--- config.mk ---
export PLATFORM = sky130hd
export DESIGN_NAME = fit_policy_block_allocator_unit_flat
export DESIGN_NICKNAME = d
export VERILOG_FILES = /design/src/sv/fpba_pkg.sv /design/src/sv/fpba_if.sv /design/src/sv/fpba_scan.sv /design/src/sv/fit_policy_block_allocator_unit.sv /design/src/flat_wrapper.sv
export SDC_FILE = /design/constraint.sdc
export NUM_CORES = 1
export LEC_CHECK = 0
export CAP_MARGIN = 0
export CORE_ASPECT_RATIO = 1.2
export CORE_MARGIN = 4
export CORE_UTILIZATION = 50
export DETAILED_ROUTE_END_ITERATION = 7
export DONT_BUFFER_PORTS = 1
export MAX_ROUTING_LAYER = met4
export PLACE_DENSITY = 0.71
export SKIP_LAST_GASP = 1
export SYNTH_ARGS = -nofsm -noshare
export SYNTH_HDL_FRONTEND = slang
export SYNTH_SLANG_ARGS = --single-unit
--- constraint.sdc ---
create_clock -name clk -period 5.1 [get_ports clk]
set_input_delay 0.255 -clock clk [delete_from_list [all_inputs] [get_ports clk]]
set_output_delay 0.255 -clock clk [all_outputs]
set_load 0.02 [all_outputs]
--- src/sv/fpba_pkg.sv ---
`timescale 1ns / 1ps
`default_nettype none
// ----------------------------------------------------------------------------
// fpba_pkg: shared types and constants of the partition allocator
// Widths, command and policy codes, register indexes and the structs that
// pass between the top level and the scan engine.
// ----------------------------------------------------------------------------
package fpba_pkg;

  localparam int IDX_W       = 6;
  localparam int MAX_ENTRIES = 1 << IDX_W;
  localparam int CNT_W       = IDX_W + 1;
  localparam int SIZE_W      = 16;
  localparam int POL_W       = 2;
  localparam int CFG_ADDR_W  = 2;
  localparam int CFG_DATA_W  = 7;

  localparam logic [POL_W-1:0] POL_FIRST = 2'd0;
  localparam logic [POL_W-1:0] POL_BEST  = 2'd1;
  localparam logic [POL_W-1:0] POL_WORST = 2'd2;

  localparam logic CMD_LOAD  = 1'b0;
  localparam logic CMD_ALLOC = 1'b1;

  localparam logic [CFG_ADDR_W-1:0] REG_FIT_POLICY  = 2'd0;
  localparam logic [CFG_ADDR_W-1:0] REG_ENTRY_COUNT = 2'd1;

  typedef struct packed {
    logic              cmd;
    logic [IDX_W-1:0]  entry_index;
    logic [SIZE_W-1:0] entry_size;
    logic [SIZE_W-1:0] request_size;
    logic              final_request;
  } fpba_req_t;

  typedef struct packed {
    logic             granted;
    logic [IDX_W-1:0] chosen_index;
    logic             batch_end;
  } fpba_res_t;

  typedef struct packed {
    logic start;
    logic res_ready;
  } fpba_ctl_t;

  typedef struct packed {
    logic idle;
    logic res_valid;
  } fpba_stat_t;

endpackage

`default_nettype wire

--- src/sv/fpba_if.sv ---
`timescale 1ns / 1ps
`default_nettype none
// ----------------------------------------------------------------------------
// fpba_if: channel interfaces of the partition allocator
// Request, response and configuration write channels, valid/ready each.
// ----------------------------------------------------------------------------
interface fpba_req_if;
  import fpba_pkg::*;
  logic              valid;
  logic              ready;
  logic              cmd;
  logic [IDX_W-1:0]  entry_index;
  logic [SIZE_W-1:0] entry_size;
  logic [SIZE_W-1:0] request_size;
  logic              final_request;

  modport source (output valid, cmd, entry_index, entry_size, request_size,
                  final_request, input ready);
  modport sink   (input valid, cmd, entry_index, entry_size, request_size,
                  final_request, output ready);
endinterface

interface fpba_rsp_if;
  import fpba_pkg::*;
  logic             valid;
  logic             ready;
  logic             granted;
  logic [IDX_W-1:0] chosen_index;
  logic             batch_end;

  modport source (output valid, granted, chosen_index, batch_end, input ready);
  modport sink   (input valid, granted, chosen_index, batch_end, output ready);
endinterface

interface fpba_cfg_if;
  import fpba_pkg::*;
  logic                  valid;
  logic                  ready;
  logic [CFG_ADDR_W-1:0] addr;
  logic [CFG_DATA_W-1:0] data;

  modport source (output valid, addr, data, input ready);
  modport sink   (input valid, addr, data, output ready);
endinterface

`default_nettype wire

--- src/sv/fpba_scan.sv ---
`timescale 1ns / 1ps
`default_nettype none
// ----------------------------------------------------------------------------
// fpba_scan: partition table and fit scan engine
// Holds the size memory and taken marks; walks entries one per cycle
// through a single compare unit and keeps the running best pick.
// ----------------------------------------------------------------------------
module fpba_scan (
  input  wire                      clk,
  input  wire                      rst,
  input  wire fpba_pkg::fpba_ctl_t ctl,
  input  wire fpba_pkg::fpba_req_t req,
  input  wire [fpba_pkg::POL_W-1:0] policy,
  input  wire [fpba_pkg::CNT_W-1:0] limit,
  output fpba_pkg::fpba_stat_t     stat,
  output fpba_pkg::fpba_res_t      res
);
  import fpba_pkg::*;

  localparam logic [1:0] ST_IDLE = 2'd0;
  localparam logic [1:0] ST_SCAN = 2'd1;
  localparam logic [1:0] ST_DONE = 2'd2;

  logic [1:0]             state;
  fpba_req_t              cur;
  logic [CNT_W-1:0]       rd_addr;
  logic                   rd_vld;
  logic [IDX_W-1:0]       rd_idx;
  logic [SIZE_W-1:0]      rd_data;
  logic                   rd_taken;
  logic                   found;
  logic [IDX_W-1:0]       best_idx;
  logic [SIZE_W-1:0]      best_size;
  logic [MAX_ENTRIES-1:0] taken;
  logic [SIZE_W-1:0]      mem [MAX_ENTRIES];

  logic issue;
  logic mem_we;
  logic better;
  logic take;

  assign issue  = (state == ST_SCAN) && (rd_addr < limit);
  assign mem_we = ctl.start && (req.cmd == CMD_LOAD);

  always_comb begin
    case (policy)
      POL_BEST:  better = rd_data < best_size;
      POL_WORST: better = rd_data > best_size;
      default:   better = 1'b0;   // first fit, unused code too
    endcase
  end

  assign take = rd_vld && !rd_taken && (rd_data >= cur.request_size) &&
                (!found || better);

  // size memory: one write port for loads, one registered read for the scan
  always_ff @(posedge clk) begin
    if (mem_we) begin
      mem[req.entry_index] <= req.entry_size;
    end
    rd_data <= mem[rd_addr[IDX_W-1:0]];
  end

  // payload
  always_ff @(posedge clk) begin
    rd_idx   <= rd_addr[IDX_W-1:0];
    rd_taken <= taken[rd_addr[IDX_W-1:0]];  // marks are steady during a scan
    if (ctl.start) begin
      cur <= req;
    end
    if (take) begin
      best_idx  <= rd_idx;
      best_size <= rd_data;
    end
  end

  always_ff @(posedge clk) begin
    if (rst) begin
      state   <= ST_IDLE;
      rd_addr <= '0;
      rd_vld  <= 1'b0;
      found   <= 1'b0;
      taken   <= '0;
    end else begin
      rd_vld <= issue;
      case (state)
        ST_IDLE: begin
          if (ctl.start) begin
            found   <= 1'b0;
            rd_addr <= '0;
            if (req.cmd == CMD_LOAD) begin
              taken[req.entry_index] <= 1'b0;
              state <= ST_DONE;
            end else begin
              state <= ST_SCAN;
            end
          end
        end
        ST_SCAN: begin
          if (issue) begin
            rd_addr <= rd_addr + 1'b1;
          end
          if (take) begin
            found <= 1'b1;
          end
          if (!issue && !rd_vld) begin
            state <= ST_DONE;
          end
        end
        ST_DONE: begin
          if (ctl.res_ready) begin
            if (res.granted) begin
              taken[best_idx] <= 1'b1;
            end
            state <= ST_IDLE;
          end
        end
        default: state <= ST_IDLE;
      endcase
    end
  end

  always_comb begin
    res.granted      = (cur.cmd == CMD_ALLOC) && found;
    res.chosen_index = res.granted ? best_idx : '0;
    res.batch_end    = (cur.cmd == CMD_ALLOC) && cur.final_request;
    stat.idle        = (state == ST_IDLE);
    stat.res_valid   = (state == ST_DONE);
  end

endmodule

`default_nettype wire

--- src/sv/fit_policy_block_allocator_unit.sv ---
`timescale 1ns / 1ps
`default_nettype none
// ----------------------------------------------------------------------------
// fit_policy_block_allocator_unit: first / best / worst fit partition allocator
// Partition table with load and allocate beats and a one-per-cycle fit scan.
// ----------------------------------------------------------------------------
// Usage
//   req : request beats. cmd load writes entry_size to entry_index and frees
//         that entry; cmd alloc looks for a free entry of at least
//         request_size among the first entry_count entries.
//   rsp : one beat per request. granted/chosen_index report the pick,
//         batch_end echoes final_request of an alloc (0 for loads).
//   cfg : register writes, addr 0 fit_policy, addr 1 entry_count. Always
//         ready; write only while no request is in flight.
// Flow (accept to rsp beat)
//   An alloc walks the size memory one entry per cycle through a single
//   comparator. req.ready stays low meanwhile; one request is in flight
//   at a time, the next one is taken with the rsp beat.
// Stalls
//   rsp has an output register: the next request is taken while a
//   response waits. A finished scan holds in the engine until the
//   register frees up.
// Reset
//   rst clears all taken marks, both registers and the handshakes. Sizes
//   are not cleared; every scanned entry must be loaded first.
// ----------------------------------------------------------------------------
module fit_policy_block_allocator_unit (
  input wire        clk,
  input wire        rst,
  fpba_req_if.sink  req,
  fpba_rsp_if.source rsp,
  fpba_cfg_if.sink  cfg
);
  import fpba_pkg::*;

  logic [POL_W-1:0] fit_policy;
  logic [CNT_W-1:0] entry_count;
  logic [CNT_W-1:0] limit;

  fpba_ctl_t  ctl;
  fpba_stat_t stat;
  fpba_req_t  req_beat;
  fpba_res_t  res;

  // config registers; unknown addresses are dropped
  assign cfg.ready = 1'b1;

  always_ff @(posedge clk) begin
    if (rst) begin
      fit_policy  <= POL_FIRST;
      entry_count <= '0;
    end else if (cfg.valid) begin
      case (cfg.addr)
        REG_FIT_POLICY:  fit_policy  <= cfg.data[POL_W-1:0];
        REG_ENTRY_COUNT: entry_count <= cfg.data[CNT_W-1:0];
        default: ;
      endcase
    end
  end

  // count beyond the table saturates
  assign limit = (entry_count > CNT_W'(MAX_ENTRIES)) ? CNT_W'(MAX_ENTRIES)
                                                     : entry_count;

  assign req.ready = stat.idle;

  always_comb begin
    req_beat.cmd           = req.cmd;
    req_beat.entry_index   = req.entry_index;
    req_beat.entry_size    = req.entry_size;
    req_beat.request_size  = req.request_size;
    req_beat.final_request = req.final_request;
    ctl.start              = req.valid && req.ready;
    ctl.res_ready          = !rsp.valid || rsp.ready;
  end

  fpba_scan u_scan (
    .clk    (clk),
    .rst    (rst),
    .ctl    (ctl),
    .req    (req_beat),
    .policy (fit_policy),
    .limit  (limit),
    .stat   (stat),
    .res    (res)
  );

  // response register
  always_ff @(posedge clk) begin
    if (rst) begin
      rsp.valid <= 1'b0;
    end else if (stat.res_valid && ctl.res_ready) begin
      rsp.valid <= 1'b1;
    end else if (rsp.ready) begin
      rsp.valid <= 1'b0;
    end
  end

  always_ff @(posedge clk) begin
    if (stat.res_valid && ctl.res_ready) begin
      rsp.granted      <= res.granted;
      rsp.chosen_index <= res.chosen_index;
      rsp.batch_end    <= res.batch_end;
    end
  end

endmodule

`default_nettype wire

--- src/flat_wrapper.sv ---
// flat-port wrapper written by rule: the top's interface ports become plain ports
module fit_policy_block_allocator_unit_flat import fpba_pkg::*;
  (clk, rst, req_valid, req_cmd, req_entry_index, req_entry_size, req_request_size, req_final_request, req_ready, rsp_valid, rsp_granted, rsp_chosen_index, rsp_batch_end, rsp_ready, cfg_valid, cfg_addr, cfg_data, cfg_ready);
  fpba_req_if req_i ();
  fpba_rsp_if rsp_i ();
  fpba_cfg_if cfg_i ();
  input wire clk;
  input wire rst;
  input wire logic [$bits(req_i.valid)-1:0] req_valid;
  input wire logic [$bits(req_i.cmd)-1:0] req_cmd;
  input wire logic [$bits(req_i.entry_index)-1:0] req_entry_index;
  input wire logic [$bits(req_i.entry_size)-1:0] req_entry_size;
  input wire logic [$bits(req_i.request_size)-1:0] req_request_size;
  input wire logic [$bits(req_i.final_request)-1:0] req_final_request;
  output wire logic [$bits(req_i.ready)-1:0] req_ready;
  output wire logic [$bits(rsp_i.valid)-1:0] rsp_valid;
  output wire logic [$bits(rsp_i.granted)-1:0] rsp_granted;
  output wire logic [$bits(rsp_i.chosen_index)-1:0] rsp_chosen_index;
  output wire logic [$bits(rsp_i.batch_end)-1:0] rsp_batch_end;
  input wire logic [$bits(rsp_i.ready)-1:0] rsp_ready;
  input wire logic [$bits(cfg_i.valid)-1:0] cfg_valid;
  input wire logic [$bits(cfg_i.addr)-1:0] cfg_addr;
  input wire logic [$bits(cfg_i.data)-1:0] cfg_data;
  output wire logic [$bits(cfg_i.ready)-1:0] cfg_ready;
  assign req_i.valid = req_valid;
  assign req_i.cmd = req_cmd;
  assign req_i.entry_index = req_entry_index;
  assign req_i.entry_size = req_entry_size;
  assign req_i.request_size = req_request_size;
  assign req_i.final_request = req_final_request;
  assign req_ready = req_i.ready;
  assign rsp_valid = rsp_i.valid;
  assign rsp_granted = rsp_i.granted;
  assign rsp_chosen_index = rsp_i.chosen_index;
  assign rsp_batch_end = rsp_i.batch_end;
  assign rsp_i.ready = rsp_ready;
  assign cfg_i.valid = cfg_valid;
  assign cfg_i.addr = cfg_addr;
  assign cfg_i.data = cfg_data;
  assign cfg_ready = cfg_i.ready;
  fit_policy_block_allocator_unit u_core (.clk(clk), .rst(rst), .req(req_i), .rsp(rsp_i), .cfg(cfg_i));
endmodule
==> impl_metrics.csv <==
group,metric,value,unit
placed_design,portBuffers,0,
yosys,synth-edff-count,1072,
layout,final_util,57.4,%
sta,whs,0.0450,ns
yosys,ys_seq_area_share,75.2,%
worst_setup_path,rr_startpoint,"u_core.u_scan.rd_addr[0]$_SDFFE_PP0P_",
clock_tree,clkLatencyLatePin,0.70,ns
clock_tree,h-tree-depth,3,
sta,fmax,279,MHz
sta,fin_tns_setup,0,ns
routing,maxUsedRoutingLayer,"met4",
sta,min_period_over_period,70.2,%
routing,met1Wirelength,41200,um
global_routing,antenna_found_initial,2,
layout,stdcell_count,3745,
yosys,synth_top_area_share,70.5,%
yosys,async_flop_share,0,%
yosys,synthCells,2344,
yosys,synthesis.nets,2439,
routing,viasPerCell,6.41,
layout,multi_input_area,10600,sq um
worst_setup_path,crit_required,5.61,ns
power,p_leak,16.5,nW
sta,report.final.hold_viol_count,0,
clock_tree,path_clk_slew,0.07,ns
worst_setup_path,rrSetupSlack,1.52,ns
yosys,synth_cell_types,55,
worst_setup_path,cp-start-kind,"flop",
floorplan,die_w,284,um
floorplan,start_util,50.3,%
layout,mostFrequentLayoutCells,"1072 x edfxtp_1, 272 x mux4_2, 127 x nand2_1",
worst_setup_path,reg2reg_depth,5,
routing,dr_wl_met2,55400,um
placed_design,dp_hpwl,63600,um
run_status,status,"completed",
layout,finalNetCount,2581,
min_path,min_to,"u_core.u_scan.taken[61]$_SDFFE_PP0P_",
layout,layout_commonest_cell,"edfxtp_1",
floorplan,die_h,339,um
clock_tree,cts_buffers,104,
clock_tree,cts_tree,"done",
min_path,holdCritStartpoint,"req_entry_index[5]",
floorplan,ios,65,
floorplan,rows,121,
worst_setup_path,cp_max_fo,45,
power,ir_drop,260,uV
global_routing,grt_max_degree,79,
routing,ant_nets,0,
routing,vias,24000,
worst_setup_path,r2r_end,"u_core.u_scan.rd_data[9]$_DFF_P_",
sta,worst_slew_pin_slew,1.24,ns
floorplan,die_area,96200,sq um
yosys,synthFlopType,"edfxtp_1",
layout,seq_area,34400,sq um
global_routing,grt_pass1_wl,163000,um
routing,routedWlPerCell,29.4,um
routing,drc,0,
yosys,ys_seq_elements,1180,
worst_setup_path,critPathKind,"flop to flop",
routing,drt_iter0_drc,3150,
clock_tree,cts_hold_buf,70,
floorplan,core-area,90700,sq um
yosys,syn_area,45700,sq um
sta,finalMaxSlewViolations,0,
sta,slew_headroom,17.5,%
clock_tree,clock_sinks,1180,
yosys,yosysTopAreaCell,"edfxtp_1",
clock_tree,cts.repair.resized,0,
yosys,syn_area_per_cell,19.5,sq um
worst_setup_path,arrival,4.09,ns
clock_tree,cts_max_path_buffers,3,
min_path,hp-class,"input pin to flop",
worst_setup_path,cp-end-kind,"flop",
layout,n_fill_cell,6363,
sta,finalSetupViolations,0,
min_path,whs_path_depth,3,
yosys,synth-warning-count,0,
layout,layout-drive-gt1-share,22.2,%
power,power_density,385,nW/um^2
clock_tree,root_buffer,"clkbuf_16",
layout,area_delta_synth_final,14.0,%
placed_design,finalWeightedCongestion,0.862,
routing,drt-total-wl,110000,um
global_routing,grt.total_usage,23.5,%
sta,rsz0062_at_grt,"false",
routing,drtPass1Iterations,8,
global_routing,grt-ovfl-total,0,
routing,wl_met3,9630,um
sta,fin_skew,0.0249,ns
clock_tree,cts_setup_buffers,0,
sta,finalCriticalPeriod,3.58,ns
placed_design,dp_cells,3477,
yosys,synth.top_cells.by_area,"edfxtp_1 71%, mux4_2 13%, dfxtp_1 4.7%",
job,maxCapViolations,0,
global_routing,grt_pass1_vias,24400,
through the flow:
stage / worst slack [ns] / total power, mW / area [sq um]
6_report: 1.52 / 20.1 / 52000
5_1_grt: 1.20 / 20.7 / 52000
2_1_floorplan: 2.05 / 11.5 / 45700
3_3_place_gp: 1.38 / 11.7 / 47400
4_1_cts: 1.33 / 20.2 / 52000
3_5_place_dp: 1.32 / 11.7 / 47400
cells in the mapped netlist (2+ instances only):
library cell / number
a21o_1: 2
a21oi_1: 83
a221oi_1: 35
a22o_1: 34
a22oi_1: 85
and2_1: 6
and3_1: 9
buf_1: 6
buf_2: 31
buf_6: 3
clkbuf_1: 92
dfxtp_1: 108
edfxtp_1: 1072
ha_1: 41
inv_1: 37
mux2i_1: 9
mux4_2: 272
nand2_1: 127
nand2b_1: 7
nand3_1: 10
nand3b_1: 4
nand4_1: 6
nor2_1: 100
nor2b_1: 10
nor3_1: 11
nor3b_1: 4
nor4_1: 4
nor4b_2: 4
o211ai_1: 2
o21a_1: 2
o21ai_0: 76
o221ai_1: 17
o31a_1: 2
or3_1: 9
xor2_1: 4
flip-flops by register name, indices dropped and copies added (netlist names), 7 cells and up:
register                 cells
u_core.u_scan.taken         64
u_core.entry_count           7
u_core.u_scan.rd_addr        7
u_core.u_scan.cur           18
u_core.u_scan.mem         1024
u_core.u_scan.best_size     16
u_core.u_scan.rd_data       16
worst max path at each step:
stage	start	to	slack (ns)
after floorplan	u_core.u_scan.cur[8]$_DFFE_PP_	u_core.u_scan.best_idx[0]$_DFFE_PP_	2.05
after CTS	u_core.u_scan.rd_addr[0]$_SDFFE_PP0P_	u_core.u_scan.rd_data[9]$_DFF_P_	1.33
after detailed placement	u_core.u_scan.rd_addr[0]$_SDFFE_PP0P_	u_core.u_scan.rd_data[9]$_DFF_P_	1.32
final	u_core.u_scan.rd_addr[0]$_SDFFE_PP0P_	u_core.u_scan.rd_data[9]$_DFF_P_	1.52
after global routing	u_core.u_scan.rd_addr[0]$_SDFFE_PP0P_	u_core.u_scan.rd_data[9]$_DFF_P_	1.20
after global placement	u_core.u_scan.rd_addr[0]$_SDFFE_PP0P_	u_core.u_scan.rd_data[9]$_DFF_P_	1.38
routing by layer:
layer	global-route usage, %	up-vias
li1	-	9910
met1	30.4	12500
met2	38.2	1336
met3	4.02	259
met4	8.06	0
met5	-	-
power breakdown:
part           leakage, nW  internal (mW)  total, mW  switching [mW]
registers             10.5           10.6       10.7          0.0747
logic                 4.16          0.483       1.09           0.603
clock network         1.76           4.81       8.32            3.51
layout make-up:
| cell class | count | share of cell area, % |
|---|---|---|
| Tap cell | 1168 | 2.81 |
| Antenna cell | 1 | 0.00481 |
| Multi-Input combinational cell | 994 | 20.4 |
| Inverter | 37 | 0.267 |
| Clock inverter | 66 | 1.60 |
| Clock buffer | 130 | 5.41 |
| Timing Repair Buffer | 169 | 3.46 |
| Sequential cell | 1180 | 66.0 |
critical path: stages (launching register included):
cell      delay, ns
dfxtp_4        0.97
buf_12         0.36
buf_12         0.36
mux4_2         0.58
a221oi_1       0.78
o221ai_1       0.25
cell families after synthesis:
group	share of synthesized area (%)
multiplexers	13.6
buffers and inverters	1.54
AND/OR/NAND/NOR	3.20
flip-flops	75.2
other	0.00821
XOR/XNOR	0.0767
adder cells (fa/ha/maj)	1.12
AO/OA/AOI/OAI	5.19
Note: power is estimated with default switching activity, not from simulation.
